$ cat src/design/wsp_ram.sv
// Generic single-port-write, single-port-read RAM with registered read.
// Read during write to the same address returns the old word. No dependencies.
module wsp_ram #(
  parameter int unsigned WIDTH = 8,
  parameter int unsigned DEPTH = 16
) (
  input  logic                                   clk,
  input  logic                                   we,
  input  logic [(DEPTH > 1 ? $clog2(DEPTH) : 1)-1:0] waddr,
  input  logic [WIDTH-1:0]                       wdata,
  input  logic                                   re,
  input  logic [(DEPTH > 1 ? $clog2(DEPTH) : 1)-1:0] raddr,
  output logic [WIDTH-1:0]                       rdata
);

  logic [WIDTH-1:0] mem [DEPTH];

  always_ff @(posedge clk) begin
    if (re) begin
      rdata <= mem[raddr];
    end
    if (we) begin
      mem[waddr] <= wdata;
    end
  end

endmodule

$ cat config.mk
export PLATFORM = sky130hd
export DESIGN_NAME = wsp_ram
export DESIGN_NICKNAME = d
export VERILOG_FILES = /design/src/design/wsp_ram.sv
export SDC_FILE = /design/constraint.sdc
export NUM_CORES = 1
export LEC_CHECK = 0
export ABC_CLOCK_PERIOD_IN_PS = 3500
export BUFFER_PORTS_ARGS = -buffer_cell sky130_fd_sc_hd__clkbuf_2
export CORE_UTILIZATION = 55
export DETAILED_ROUTE_END_ITERATION = 8
export PLACE_DENSITY = 0.73
export SLEW_MARGIN = 20
export SYNTH_ARGS = -nofsm -noshare
export SYNTH_HDL_FRONTEND = slang
export SYNTH_SLANG_ARGS = --single-unit
$ cat constraint.sdc
create_clock -name clk -period 3.5 [get_ports clk]
set_input_delay 0.7 -clock clk [delete_from_list [all_inputs] [get_ports clk]]
set_output_delay 0.7 -clock clk [all_outputs]
set_load 0.01 [all_outputs]
Word level (Yosys, flattened, before mapping)
Memory sizes are Yosys's and may differ from the RTL's. A register that Yosys moved wholly into a read port is not among the register bits.
Cells that the tools add are included.
- register bits: 0
- memory bits (writable): 128
- input bits: 19
- output and inout bits: 8
- word-level logic and storage cells: 3
- memories kept: 1
- memory list (name ; depth ; width ; read ports ; clocked after memory_dff ; write ports ; line ; source):
    mem ; 16 ; 8 ; 1 ; 1 ; 1 ; 16 ; logic [WIDTH-1:0] mem [DEPTH];
- multiplexer cells: 2
- operators with widths (kind ; number):
    two-way mux 1 bit ; 2

Longest topological paths before layout
- word-level depth: 2
- gate-level depth with buffers: 5
- gate-level depth less buffers: 3

Worst setup path before layout
Ideal clock, no wire load.
- path type: input to register
- from: input waddr[2] in the netlist's numbering
- to: memory mem[0][0], enable pin
- library setup time: 383 ps
- arrival time: 1810 ps
- slack: 1307 ps
- stages on the path: 2
- path buffers: 0
- cell sequence: or3b_2 nor3_1
- RTL lines (item ; line ; source):
    from (decl) ; 9 ; input logic [(DEPTH > 1 ? $clog2(DEPTH) : 1)-1:0] waddr,
    to (decl) ; 16 ;
Straight into the memory's write port.

==> flow_summary.yaml <==
setup_path:
  cp_data_required_time_ps: 3760
  regToRegStartpoint: "mem[2][4]"
  r2r_slack_ps: 1990
  end_kind: "flip-flop"
  startpoint_type: "input pin"
  path_buf_inv: 2
  critPathArrivalTime_ps: 2290
  critPathKind: "in2reg"
  crit_chain: "clkbuf_2, buf_12, mux4_1, a22oi_1, nand2_1"
  crit_start: "raddr[0]"
  max_stage_delay_ps: 560
  path_delay_family: "buffers and inverters"
  path_max_fanout: 21
  slowest_stage: "mux4_1"
place:
  dpl_worst_slack_ps: 907
  place_inst: 382
  hpwl_mm: 5.73
  gp_congestion: 0.792
  io_buffers: 26
  place_area_um2: 5510
yosys:
  syn_area_um2: 5230
  synth_nets: 248
  yosys_warnings: 0
  synthCells: 229
  avgSynthCellArea_um2: 22.8
  synth.distinct_cells: 18
  synth-seq-area-share_pct: 78.1
  ys_seq_elements: 136
cts:
  root_buffer: "clkbuf_8"
  cts_buffers: 17
  clk_pin_slew_ps: 60
  clock-sinks: 136
  post_cts_resized: 0
  clock_latency_ps: 510
  post-cts-setup-buffer-count: 0
  htree_num_levels: 4
  cts_max_path_buffers: 2
  hold_buffers: 0
  cts_tree: "done"
timing:
  fmax_mhz: 492
  worst_hold_slack_ps: 586
  slew_headroom_pct: 30.4
  rsz0062_at_grt: "false"
  worstMarginPinSlew_ps: 1040
  setup_ws_ps: 1470
  finClkSkew_ps: 7.56
  fin_crit_ps: 2030
  tns_ps: 0
  setup_viol_count_final: 0
  drv_slew: 0
  finalHoldViolations: 0
  period_share_pct: 58.1
floorplan:
  num_io_pins: 27
  rows: 35
  floorplan.initialDensity_pct: 56.6
  die_w_um: 99.5
  die_y_um: 99.5
  coreArea_um2: 9240
  dieArea_um2: 9900
finish:
  syn_to_final_growth_pct: 16.2
  final_cells: 414
  register_area_um2: 4080
  multi_input_area_um2: 1060
  fin_nets: 291
  nFillCells: 609
  final_common_cell: "edfxtp_1"
  fin_area_um2: 6070
  post-route-util_pct: 65.7
  drive_above_1_share_pct: 29.1
  n_antenna_cell: 0
  most-common-layout-cells: "136 x edfxtp_1, 26 x clkbuf_2, 18 x mux4_2"
grt:
  overflow: 0
  grt_pass1_wl_mm: 14.6
  grt_max_degree: 33
  grt_pass1_vias: 2437
  grt_usage_pct: 21.7
  grt_antenna_before_repair: 0
pwr:
  ir_drop_uv: 388
  leakage_nw: 2.02
  power_mw: 3.67
  p_per_area_nw_per_um2: 605
routing:
  drc: 0
  antenna_left: 0
  drtPass1Iterations: 5
  via_count: 2480
  postRouteWirelength_mm: 9.59
  wl_per_cell_um: 23.2
  drt_iter0_drc: 207
  vias_per_cell: 5.99
flow_run:
  drv_cap: 0
min_path:
  worstHoldPathType: "in2reg"
  min-delay-start: "re"
status:
  status: "complete, no violations"
worst paths after layout:
check | to | cells after the start
worst max-delay path | rdata[3] | 5
worst min-delay path | rdata[2] | 1
worst max register to register | rdata[4] | 3
worst min register to register | rdata[5] | 3
registers in the layout, summed over array words and instances, names as in the netlist:
signal / cells
mem: 128
rdata: 8
worst register-to-register path, delay by kind of cell (launching register included):
kind,cells,cell delay [ps]
simple gates,1,90
mux,1,460
flops,1,360
compound gates,1,340
kinds of logic (layout without fill, tap and decap cells):
group,Yosys count,in the layout,synth area share (%)
DFF,136,136,78.1
AOI/OAI and AO/OA,16,16,2.30
buffers and inverters,10,66,1.65
muxes,32,32,14.8
and+or+nand+nor,35,35,3.14
routing by layer:
metal  vias to the layer above  routed length (um)  track usage, %
li1                       1072                   -               -
met5                         -                   0               0
met3                         8                 710            5.34
met2                       131                4610            32.5
met4                         0                  89            7.58
met1                      1269                4180            31.8
cells in the mapped netlist:
master	number	area (um^2)
edfxtp_1	136	4080
mux4_2	18	405
a22oi_1	16	120
mux4_1	14	368
nor2_1	13	48.8
nand2_1	9	33.8
nor3_1	4	20.0
buf_2	3	15.0
buf_6	3	33.8
clkdlybuf4s25_2	3	30.0
nand2b_1	2	12.5
nand3b_1	2	15.0
and2_1	1	6.26
and2b_1	1	7.51
buf_4	1	7.51
nand3_1	1	5.00
nor2b_1	1	6.26
or3b_2	1	8.76
area by class of cell:
cell class,count,share of cell area (%)
Clock inverter,15,2.53
Tap cell,129,2.66
Sequential cell,136,67.2
Multi-Input combinational cell,83,17.4
Timing Repair Buffer,34,3.34
Clock buffer,17,6.82
power breakdown:
group	switching [mW]	internal (mW)
clock network	0.653	1.01
registers	0.00885	1.84
logic	0.0957	0.0668
total	0.757	2.91
Note: power is estimated with default switching activity, not from simulation.
