**src/design/wsp_div.sv**
```systemverilog
// Pipelined restoring floor divider: signed numerator, unsigned divisor,
// one quotient bit per stage. No dependencies.
module wsp_div #(
  parameter int unsigned NUM_W = 27,
  parameter int unsigned DEN_W = 18,
  parameter int unsigned Q_W   = 17
) (
  input  logic                    clk,
  input  logic                    en,
  input  logic signed [NUM_W-1:0] num,
  input  logic [DEN_W-1:0]        den,
  output logic signed [Q_W:0]     quo
);

  logic [NUM_W-1:0] mag;
  logic             neg_in;

  logic [DEN_W-1:0] rem_r [Q_W];
  logic [Q_W-1:0]   low_r [Q_W];
  logic [Q_W-1:0]   q_r   [Q_W];
  logic [DEN_W-1:0] den_r [Q_W];
  logic             neg_r [Q_W];

  assign neg_in = num[NUM_W-1];
  assign mag    = neg_in ? NUM_W'(-num) : NUM_W'(num);

  for (genvar k = 0; k < Q_W; k++) begin : g_stage
    logic [DEN_W-1:0] rem_i;
    logic [Q_W-1:0]   low_i;
    logic [Q_W-1:0]   q_i;
    logic [DEN_W-1:0] den_i;
    logic             neg_i;
    logic [DEN_W:0]   trial;

    if (k == 0) begin : g_first
      assign rem_i = DEN_W'(mag >> Q_W);
      assign low_i = mag[Q_W-1:0];
      assign q_i   = '0;
      assign den_i = den;
      assign neg_i = neg_in;
    end else begin : g_next
      assign rem_i = rem_r[k-1];
      assign low_i = low_r[k-1];
      assign q_i   = q_r[k-1];
      assign den_i = den_r[k-1];
      assign neg_i = neg_r[k-1];
    end

    assign trial = {rem_i, low_i[Q_W-1]};

    always_ff @(posedge clk) begin
      if (en) begin
        if (trial >= {1'b0, den_i}) begin
          rem_r[k] <= DEN_W'(trial - {1'b0, den_i});
          q_r[k]   <= {q_i[Q_W-2:0], 1'b1};
        end else begin
          rem_r[k] <= trial[DEN_W-1:0];
          q_r[k]   <= {q_i[Q_W-2:0], 1'b0};
        end
        low_r[k] <= {low_i[Q_W-2:0], 1'b0};
        den_r[k] <= den_i;
        neg_r[k] <= neg_i;
      end
    end
  end

  // floor for negative numerators: -(q + (rem != 0))
  always_comb begin
    if (neg_r[Q_W-1]) begin
      quo = -$signed({1'b0, q_r[Q_W-1]}) - ((|rem_r[Q_W-1]) ? (Q_W+1)'(1) : '0);
    end else begin
      quo = $signed({1'b0, q_r[Q_W-1]});
    end
  end

endmodule

```
**config.mk**
```make
export PLATFORM = sky130hd
export DESIGN_NAME = wsp_div
export DESIGN_NICKNAME = d
export VERILOG_FILES = /design/src/design/wsp_div.sv
export SDC_FILE = /design/constraint.sdc
export NUM_CORES = 1
export LEC_CHECK = 0
export BUFFER_PORTS_ARGS = -buffer_cell sky130_fd_sc_hd__clkbuf_2
export CAP_MARGIN = 20
export CORE_AREA = 3 3 284 286
export DETAILED_ROUTE_END_ITERATION = 8
export DIE_AREA = 0 0 287 289
export HOLD_SLACK_MARGIN = 0.08
export PLACE_DENSITY = 0.82
export SKIP_CTS_REPAIR_TIMING = 1
export SLEW_MARGIN = 20
export SYNTH_ARGS = -nofsm -noshare
export SYNTH_HDL_FRONTEND = slang
export SYNTH_SLANG_ARGS = --single-unit
export TNS_END_PERCENT = 20
```
**constraint.sdc**
```tcl
create_clock -name clk -period 7.6 [get_ports clk]
set_input_delay 1.52 -clock clk [delete_from_list [all_inputs] [get_ports clk]]
set_output_delay 1.52 -clock clk [all_outputs]
set_load 0.005 [all_outputs]
```
## After elaboration in Yosys (flattened, before gate mapping)

Memory sizes are Yosys's and may differ from the RTL's.
Index checks and enable logic that the tools add are counted.

- Add/subtract/negate cells: 20
- Multiply operators: 0
- Divide/modulo/power cells: 0
- Order comparisons: 17
- Equal/unequal tests: 0
- Shifts and indexed selects: 0
- Multiplexer cells: 141
- Bitwise operators: 34
- Reduce and logical (&&, ||, !) cells: 1

Operators by type and width:

| cell | number |
|---|---|
| $mux 18 | 18 |
| $ge 19x18->1 | 16 |
| $mux 17 | 17 |
| $sub 18x18->18 | 16 |
| $mux 1 | 105 |
| $or 1x1->1 | 34 |
| $mux 27 | 1 |
| $neg 27->27 | 1 |
| $ge 11x18->1 | 1 |
| $neg 17->18 | 1 |
| $reduce_or 18->1 | 1 |
| $sub 11x18->18 | 1 |
| $sub 18x1->18 | 1 |

- Register bits: 0
- Latch bits: 0
- Memory bits (writable): 1190
- ROM bits: 0
- Input port bits: 47
- Output and inout port bits: 18
- Word-level logic and storage cells: 218
- Memories kept: 5

Memories:

| name | depth | bits a word | rd ports | clocked after Yosys merged registers in | write ports | line | RTL |
|---|---|---|---|---|---|---|---|
| den_r | 17 | 18 | 16 | 0 | 17 | 21 | `logic [DEN_W-1:0] den_r [Q_W];` |
| rem_r | 17 | 18 | 17 | 0 | 17 | 18 | `logic [DEN_W-1:0] rem_r [Q_W];` |
| q_r | 17 | 17 | 17 | 0 | 17 | 20 | `logic [Q_W-1:0] q_r [Q_W];` |
| low_r | 17 | 16 | 16 | 0 | 17 | 19 | `logic [Q_W-1:0] low_r [Q_W];` |
| neg_r | 17 | 1 | 17 | 0 | 17 | 22 | `logic neg_r [Q_W];` |

## Depth between registers and ports, before layout

Gate-level depths: netlist of the first run.

- Depth in word-level cells: 7
- Gate-level depth with buffers: 17
- Gate-level depth less buffers: 16

## Worst setup path before layout of the first run

OpenSTA, ideal clock, no wires.

- Path kind: input to register
- Start: input port num[6]
- End: memory rem_r[0][1], data pin
- Library setup time: 260 ps
- Arrival time: 5455 ps
- Required time: 7340 ps
- Path slack: 1885 ps
- Stages on the path: 16
- Path buffers: 1
- Cell sequence: or4_1 > nor3_1 > nand3_1 > o41ai_1 > xor2_1 > ha_1 > inv_1 > fa_1 > a21o_1 > a21oi_1 > a21oi_1 > o21ai_0 > a21oi_1 > o41ai_1 > clkbuf_1 > mux2_2

RTL lines:

| what | line | RTL |
|---|---|---|
| start, declared | 10 | `input logic signed [NUM_W-1:0] num,` |
| end, declared | 18 |  |

==> run_results.csv, run 1 <==
group,metric,value,unit
timing,fin_hold_ws,0.401,ns
logic_synthesis,syn_area,0.0469,mm²
placed_design,dpl.hpwl,66100,µm
logic_synthesis,syn_avg_cell_area,12.4,µm²
worst_hold_path,hold_path_class,"register to register",
global_route,grt_usage,21.9,%
logic_synthesis,synth_edf_count,899,
global_route,met2_usage,41.0,%
final_layout,layoutNonFillerInstCount,5004,
global_route,grt.busiest_layer,"met2",
logic_synthesis,synthCells,3772,
logic_synthesis,synth-seq-cells,900,
timing,finalCritPeriodShare,82.6,%
timing,slew_viol_final,0,
final_layout,n_antenna_cell,0,
logic_synthesis,yosysMostFrequentCell,"edfxtp_1",
power_and_ir_drop,power_density,378,mW/mm²
die,die-area,0.0829,mm²
placed_design,numPortBuffers,64,
worst_setup_path,r2r_slack,3.67,ns
timing,worst_pin_slew,1.04,ns
timing,final.setup.tns,0,ns
die,ios,65,
logic_synthesis,yosysWarnings,0,
clock_tree,ctsHtreeMaxLevel,3,
power_and_ir_drop,ir_drop,0.232,mV
global_route,use_met3,2.93,%
timing,slew_headroom,30.7,%
power_and_ir_drop,p_sw_share,32.9,%
drt,ant_nets,0,
drt,drc_errors,0,
die,start_util,59.6,%
timing,fin_crit,6.27,ns
worst_setup_path,crit_path_start_kind,"register",
worst_setup_path,arrival,4.75,ns
logic_synthesis,yosys.area.top_type,"edfxtp_1",
placed_design,placed_cells,4839,
logic_synthesis,synth_top_area_share,57.6,%
logic_synthesis,yosysSeqAreaShare,57.6,%
timing,rsz0062_at_grt,"no",
worst_setup_path,crit_path_end_kind,"output pin",
flow_run,maxCapViolations,0,
final_layout,final_cell_area,0.0515,mm²
logic_synthesis,mappedNetlistNets,4155,
power_and_ir_drop,p_sw,6410,µW
power_and_ir_drop,power_frac_seq,38.3,%
global_route,grt_first_pass_wirelength,147000,µm
logic_synthesis,ys.flop_type,"edfxtp_1",
worst_setup_path,crit_fanout,3,
timing,setup_viol,0,
logic_synthesis,synth_area_leaders,"edfxtp_1 58%, ha_1 8.5%, mux2_2 4.6%, xnor2_1 3.3%, inv_1 3.2%",
die,rows,103,
logic_synthesis,synth_common_cells,"899 x edfxtp_1, 395 x inv_1, 319 x ha_1, 220 x a21oi_1, 211 x nand2_1",
clock_tree,clkTransAtPathRegs,0.06,ns
clock_tree,clk_latency,0.65,ns
worst_setup_path,critPathKind,"register to output pin",
global_route,grt_pass1_vias,29100,
final_layout,fillers,5677,
die,die_w,287,µm
placed_design,place_congestion,0.909,
final_layout,fin_nets,4265,
final_layout,fin_util,65.6,%
outcome,outcome,"finished, final reports clean",
worst_setup_path,required,6.08,ns
global_route,use_met1,25.5,%
power_and_ir_drop,p_comb_share,38.5,%
logic_synthesis,async_flop_share,0,%
drt,vias,29000,
power_and_ir_drop,p_int,13100,µW
global_route,grt_max_degree,180,
power_and_ir_drop,clock_power_share,23.1,%
clock_tree,numCtsBuffers,91,
clock_tree,cts-root-buf,"clkbuf_16",
logic_synthesis,ys_types,74,
final_layout,areaGrowthSynthToFinish,9.97,%
final_layout,drive_gt1_share,11.5,%
die,coreArea,0.0786,mm²
timing,hold_viol,0,
placed_design,postPlaceCellArea,0.0485,mm²
clock_tree,cts_tree,"yes",
drt,routed_wl,90300,µm
drt,avgRoutedWirePerCell,18.1,µm
power_and_ir_drop,leakage,0.0202,µW
clock_tree,cts_num_sinks,900,
die,fp.dieH,289,µm
clock_tree,clockBufferDepth,3,
timing,skew,0.0315,ns
drt,first_pass_iters,5,
drt,drtIter0Drc,1843,
global_route,gr-total-overflow,0,
global_route,grt_antenna_before_repair,0,
timing,max_freq,0.159,GHz
drt,vias_per_cell,5.80,
==> path summary, 6_finish.rpt <==
check,from,end,cells past startpoint
worst min-delay path,low_r[0][171]$_DFFE_PP_,low_r[0][188]$_DFFE_PP_,0
worst max-delay path,rem_r[16][3]$_DFFE_PP_,quo[17],15
worst max register to register,den_r[0][206]$_DFFE_PP_,rem_r[12][2]$_DFFE_PP_,10
worst min register to register,low_r[0][171]$_DFFE_PP_,low_r[0][188]$_DFFE_PP_,0
==> cell families after synthesis <==
group                      Yosys count  share of synthesized area, %
muxes                              221                          5.23
adders and majority gates          336                          9.24
xor gates and xnor gates           268                          5.01
and+or+nand+nor                    787                          8.17
AOI/OAI and AO/OA                  798                          11.0
buffers and inverters              462                          3.73
DFF                                900                          57.6
==> critical path, stage by stage (launching register included) <==
cell      delay, ns
edfxtp_1       0.35
or4_1          0.55
nor4_1         0.67
ha_1           0.28
ha_1           0.18
inv_1          0.06
ha_1           0.20
o21bai_1       0.22
a221oi_1       0.16
o21ai_0        0.31
a21oi_1        0.14
o311ai_0       0.46
a31oi_1        0.18
xnor2_1        0.15
nor2_1         0.08
clkbuf_2       0.12
==> layout make-up <==
cell class	count	area, µm²	share of cell area [%]
sequential	900	27000	52.4
tap	1050	1310	2.55
clock buffer	108	2380	4.62
timing repair buffer	84	518	1.00
inverter	395	1480	2.88
multi-input combinational	2410	18200	35.3
clock inverter	57	641	1.24
==> layer usage <==
layer	wire, µm	vias up
met2	47800	641
met5	0	-
met4	2950	0
li1	-	14200
met1	36100	14000
met3	3500	187
==> cells in the final DEF, fill, tap and decap left out, types with 11 or more instances in the layout <==
master / count
a31oi_1: 28
and2_1: 31
and3_1: 21
clkbuf_2: 63
mux2_2: 193
xnor2_1: 178
xor2_1: 90
or3_1: 25
clkinv_1: 19
o21a_1: 51
ha_1: 319
o2111ai_1: 12
o41ai_1: 12
o31a_1: 20
a21oi_1: 218
fa_1: 17
buf_4: 17
a21boi_0: 15
nand2_1: 211
inv_1: 395
o31ai_1: 20
o21ai_0: 187
a21o_1: 80
edfxtp_1: 899
clkbuf_16: 91
nand3_1: 58
nor3_1: 72
nand4_1: 34
a211oi_1: 26
clkinv_2: 11
mux2i_1: 28
nor2b_1: 53
or2_2: 18
nand2b_1: 34
clkbuf_1: 13
bufinv_16: 12
o21bai_1: 14
nor2_1: 186
o211ai_1: 23
==> registers in the layout (all words and copies together), names as in the netlist <==
name	cells
rem_r	306
den_r	288
q_r	153
low_r	136
neg_r	17
==> per-stage QoR <==
step | worst slack (ns) | total power (µW)
final | 1.33 | 19500
after global routing | 1.06 | 20600
after CTS | 1.19 | 19500
after detailed placement | 1.41 | 14900
after global placement | 1.55 | 14600
after floorplan | 1.88 | 13100
==> power groups by stage <==
stage	Sequential, µW	Clock (µW)	Combinational [µW]
6_report	7460	4510	7500
5_1_grt	7550	4800	8300
4_1_cts	7450	4600	7440
3_5_place_dp	7550	0	7340
3_3_place_gp	7510	0	7130
2_1_floorplan	7330	0	5800
Power figures use the tool's default switching activity.
==> run 2: changes to the inputs <==
clock period = 5.93 ns   (was 7.6 ns; I/O delays follow)
==> run_results.csv, run 2 (synthesis gave the netlist of run 1 again) <==
group,metric,value,unit
drt,routed_wl,89700,µm
global_route,grt_first_pass_wirelength,145000,µm
worst_hold_path,hold_path_class,"register to register",
timing,hold_viol,0,
placed_design,numPortBuffers,64,
drt,ant_nets,0,
final_layout,n_antenna_cell,0,
outcome,outcome,"finished, final reports clean",
power_and_ir_drop,power_density,482,mW/mm²
worst_hold_path,hold_end,"low_r[0][191]$_DFFE_PP_",
drt,vias,29200,
clock_tree,ctsHtreeMaxLevel,3,
die,rows,103,
worst_setup_path,regToRegEndpoint,"rem_r[8][2]$_DFFE_PP_",
placed_design,dpl.hpwl,65600,µm
final_layout,largest_register_ff_count,306,
timing,worst_pin_slew,1.08,ns
die,start_util,59.6,%
worst_setup_path,required,4.74,ns
global_route,grt_usage,21.5,%
final_layout,regArea,0.0270,mm²
final_layout,layout_common_cells,"899 x edfxtp_1, 395 x inv_1, 319 x ha_1, 218 x a21oi_1, 211 x nand2_1",
timing,slew_headroom,27.7,%
placed_design,place_congestion,0.928,
worst_setup_path,arrival,4.24,ns
final_layout,fin_util,65.6,%
final_layout,layoutNonFillerInstCount,5018,
clock_tree,numCtsBuffers,93,
timing,finalCritPeriodShare,91.4,%
die,fp.dieH,289,µm
worst_setup_path,crit_fanout,3,
worst_setup_path,worstRegToRegCells,9,
clock_tree,clockBufferDepth,3,
timing,setup_viol,0,
worst_hold_path,min_from,"low_r[0][174]$_DFFE_PP_",
power_and_ir_drop,power.total,24800,µW
final_layout,reg.largest.list,"rem_r x306, den_r x288, q_r x153",
worst_setup_path,crit_chain,"or4_1 > nor4_1 > buf_4 > ha_1 > ha_1 > inv_1 > ha_1 > o21bai_1 > a221oi_1 > o21ai_0 > a21oi_1 > o311ai_1 > a31oi_1 > xnor2_1 > nor2_1 > clkbuf_2",
clock_tree,clk_latency,0.64,ns
die,die-area,0.0829,mm²
drt,drtIter0Drc,2003,
timing,skew,0.0278,ns
global_route,grt_pass1_vias,28900,
drt,drc_errors,0,
timing,final.setup.tns,0,ns
timing,slew_viol_final,0,
global_route,grt_max_degree,192,
worst_hold_path,hold_depth,0,
die,ios,65,
timing,fin_crit,5.42,ns
clock_tree,cts_num_sinks,900,
final_layout,drive_gt1_share,11.7,%
global_route,gr-total-overflow,0,
worst_setup_path,r2r_slack,1.90,ns
worst_setup_path,crit_path_start_kind,"register",
clock_tree,clkTransAtPathRegs,0.06,ns
timing,max_freq,0.184,GHz
final_layout,areaGrowthSynthToFinish,10.0,%
worst_setup_path,cpPeakStageDelay,0.54,ns
worst_setup_path,slowest_stage,"or4_1",
power_and_ir_drop,ir_drop,0.256,mV
worst_setup_path,crit_path_end_kind,"output pin",
final_layout,multi_input_area,0.0182,mm²
clock_tree,cts-root-buf,"clkbuf_16",
final_layout,final_common_cell,"edfxtp_1",
drt,avgRoutedWirePerCell,17.9,µm
clock_tree,cts_tree,"yes",
flow_run,maxCapViolations,0,
final_layout,fin_nets,4275,
worst_setup_path,reg2reg_from,"rem_r[7][2]$_DFFE_PP_",
die,coreArea,0.0786,mm²
drt,vias_per_cell,5.82,
drt,first_pass_iters,7,
final_layout,top_register,"rem_r",
timing,rsz0062_at_grt,"no",
final_layout,fillers,5629,
worst_setup_path,cp_common_cell,"ha_1",
die,die_w,287,µm
power_and_ir_drop,leakage,0.0203,µW
placed_design,placed_cells,4846,
global_route,grt_antenna_before_repair,1,
worst_setup_path,critPathKind,"register to output pin",
==> run 2: cell count changes in the layout (fill, tap and decap cells not counted), moves of 2 or more <==
| cell | delta |
|---|---|
| buf_4 | +7 |
| bufinv_16 | -3 |
| clkbuf_1 | +3 |
| clkbuf_16 | +4 |
| clkbuf_8 | -4 |
| clkinv_2 | +8 |
| clkinv_4 | -3 |
| clkinvlp_4 | -2 |
| inv_6 | +3 |
==> run 2: per-layer routing <==
| metal | vias up | wire (µm) | track usage [%] |
|---|---|---|---|
| met3 | 172 | 4090 | 2.97 |
| li1 | 14200 | - | - |
| met2 | 739 | 46900 | 39.6 |
| met5 | - | 0 | 0 |
| met1 | 14100 | 36000 | 25.9 |
| met4 | 0 | 2720 | 7.80 |
==> run 2: worst max-delay path, delay by kind of cell, from the launching register on <==
family | cells | cell delay [ns]
DFF | 1 | 0.34
xor gates and xnor gates | 1 | 0.14
AOI/OAI and AO/OA | 6 | 1.38
adders and majority gates | 3 | 0.51
buffers and inverters | 3 | 0.35
and+or+nand+nor | 3 | 0.88
==> run 2: worst max path at each step <==
stage / start / end / slack (ns)
final: rem_r[16][3]$_DFFE_PP_ / quo[17] / 0.51
after global routing: rem_r[16][3]$_DFFE_PP_ / quo[17] / 0.15
after CTS: rem_r[16][3]$_DFFE_PP_ / quo[17] / 0.30
after detailed placement: num[6] / rem_r[0][1]$_DFFE_PP_ / 0.16
after global placement: num[12] / rem_r[0][2]$_DFFE_PP_ / 0.24
after floorplan: num[6] / rem_r[0][1]$_DFFE_PP_ / 0.55
==> run 2: through the flow <==
stage / cell area [µm²] / hold slack, ns / setup WS, ns
final: 51600 / 0.394 / 0.508
after global routing: 51600 / 0.396 / 0.146
after CTS: 51500 / 0.393 / 0.297
after detailed placement: 48500 / 0.405 / 0.157
after global placement: 48500 / 0.400 / 0.237
after floorplan: 46900 / 0.400 / 0.549
==> run 2: power by group <==
| group | internal [µW] | switching [µW] | total (µW) |
|---|---|---|---|
| combinational | 4450 | 5150 | 9600 |
| sequential | 8900 | 647 | 9550 |
| clock | 3330 | 2370 | 5700 |
==> run 2: layout make-up <==
class	instances	share of cell area [%]
flip-flops and latches	900	52.4
multi-input cells	2410	35.3
clock buffers	111	4.73
inverters	395	2.88
well taps	1050	2.55
repair buffers	92	1.13
clock inverters	60	1.07
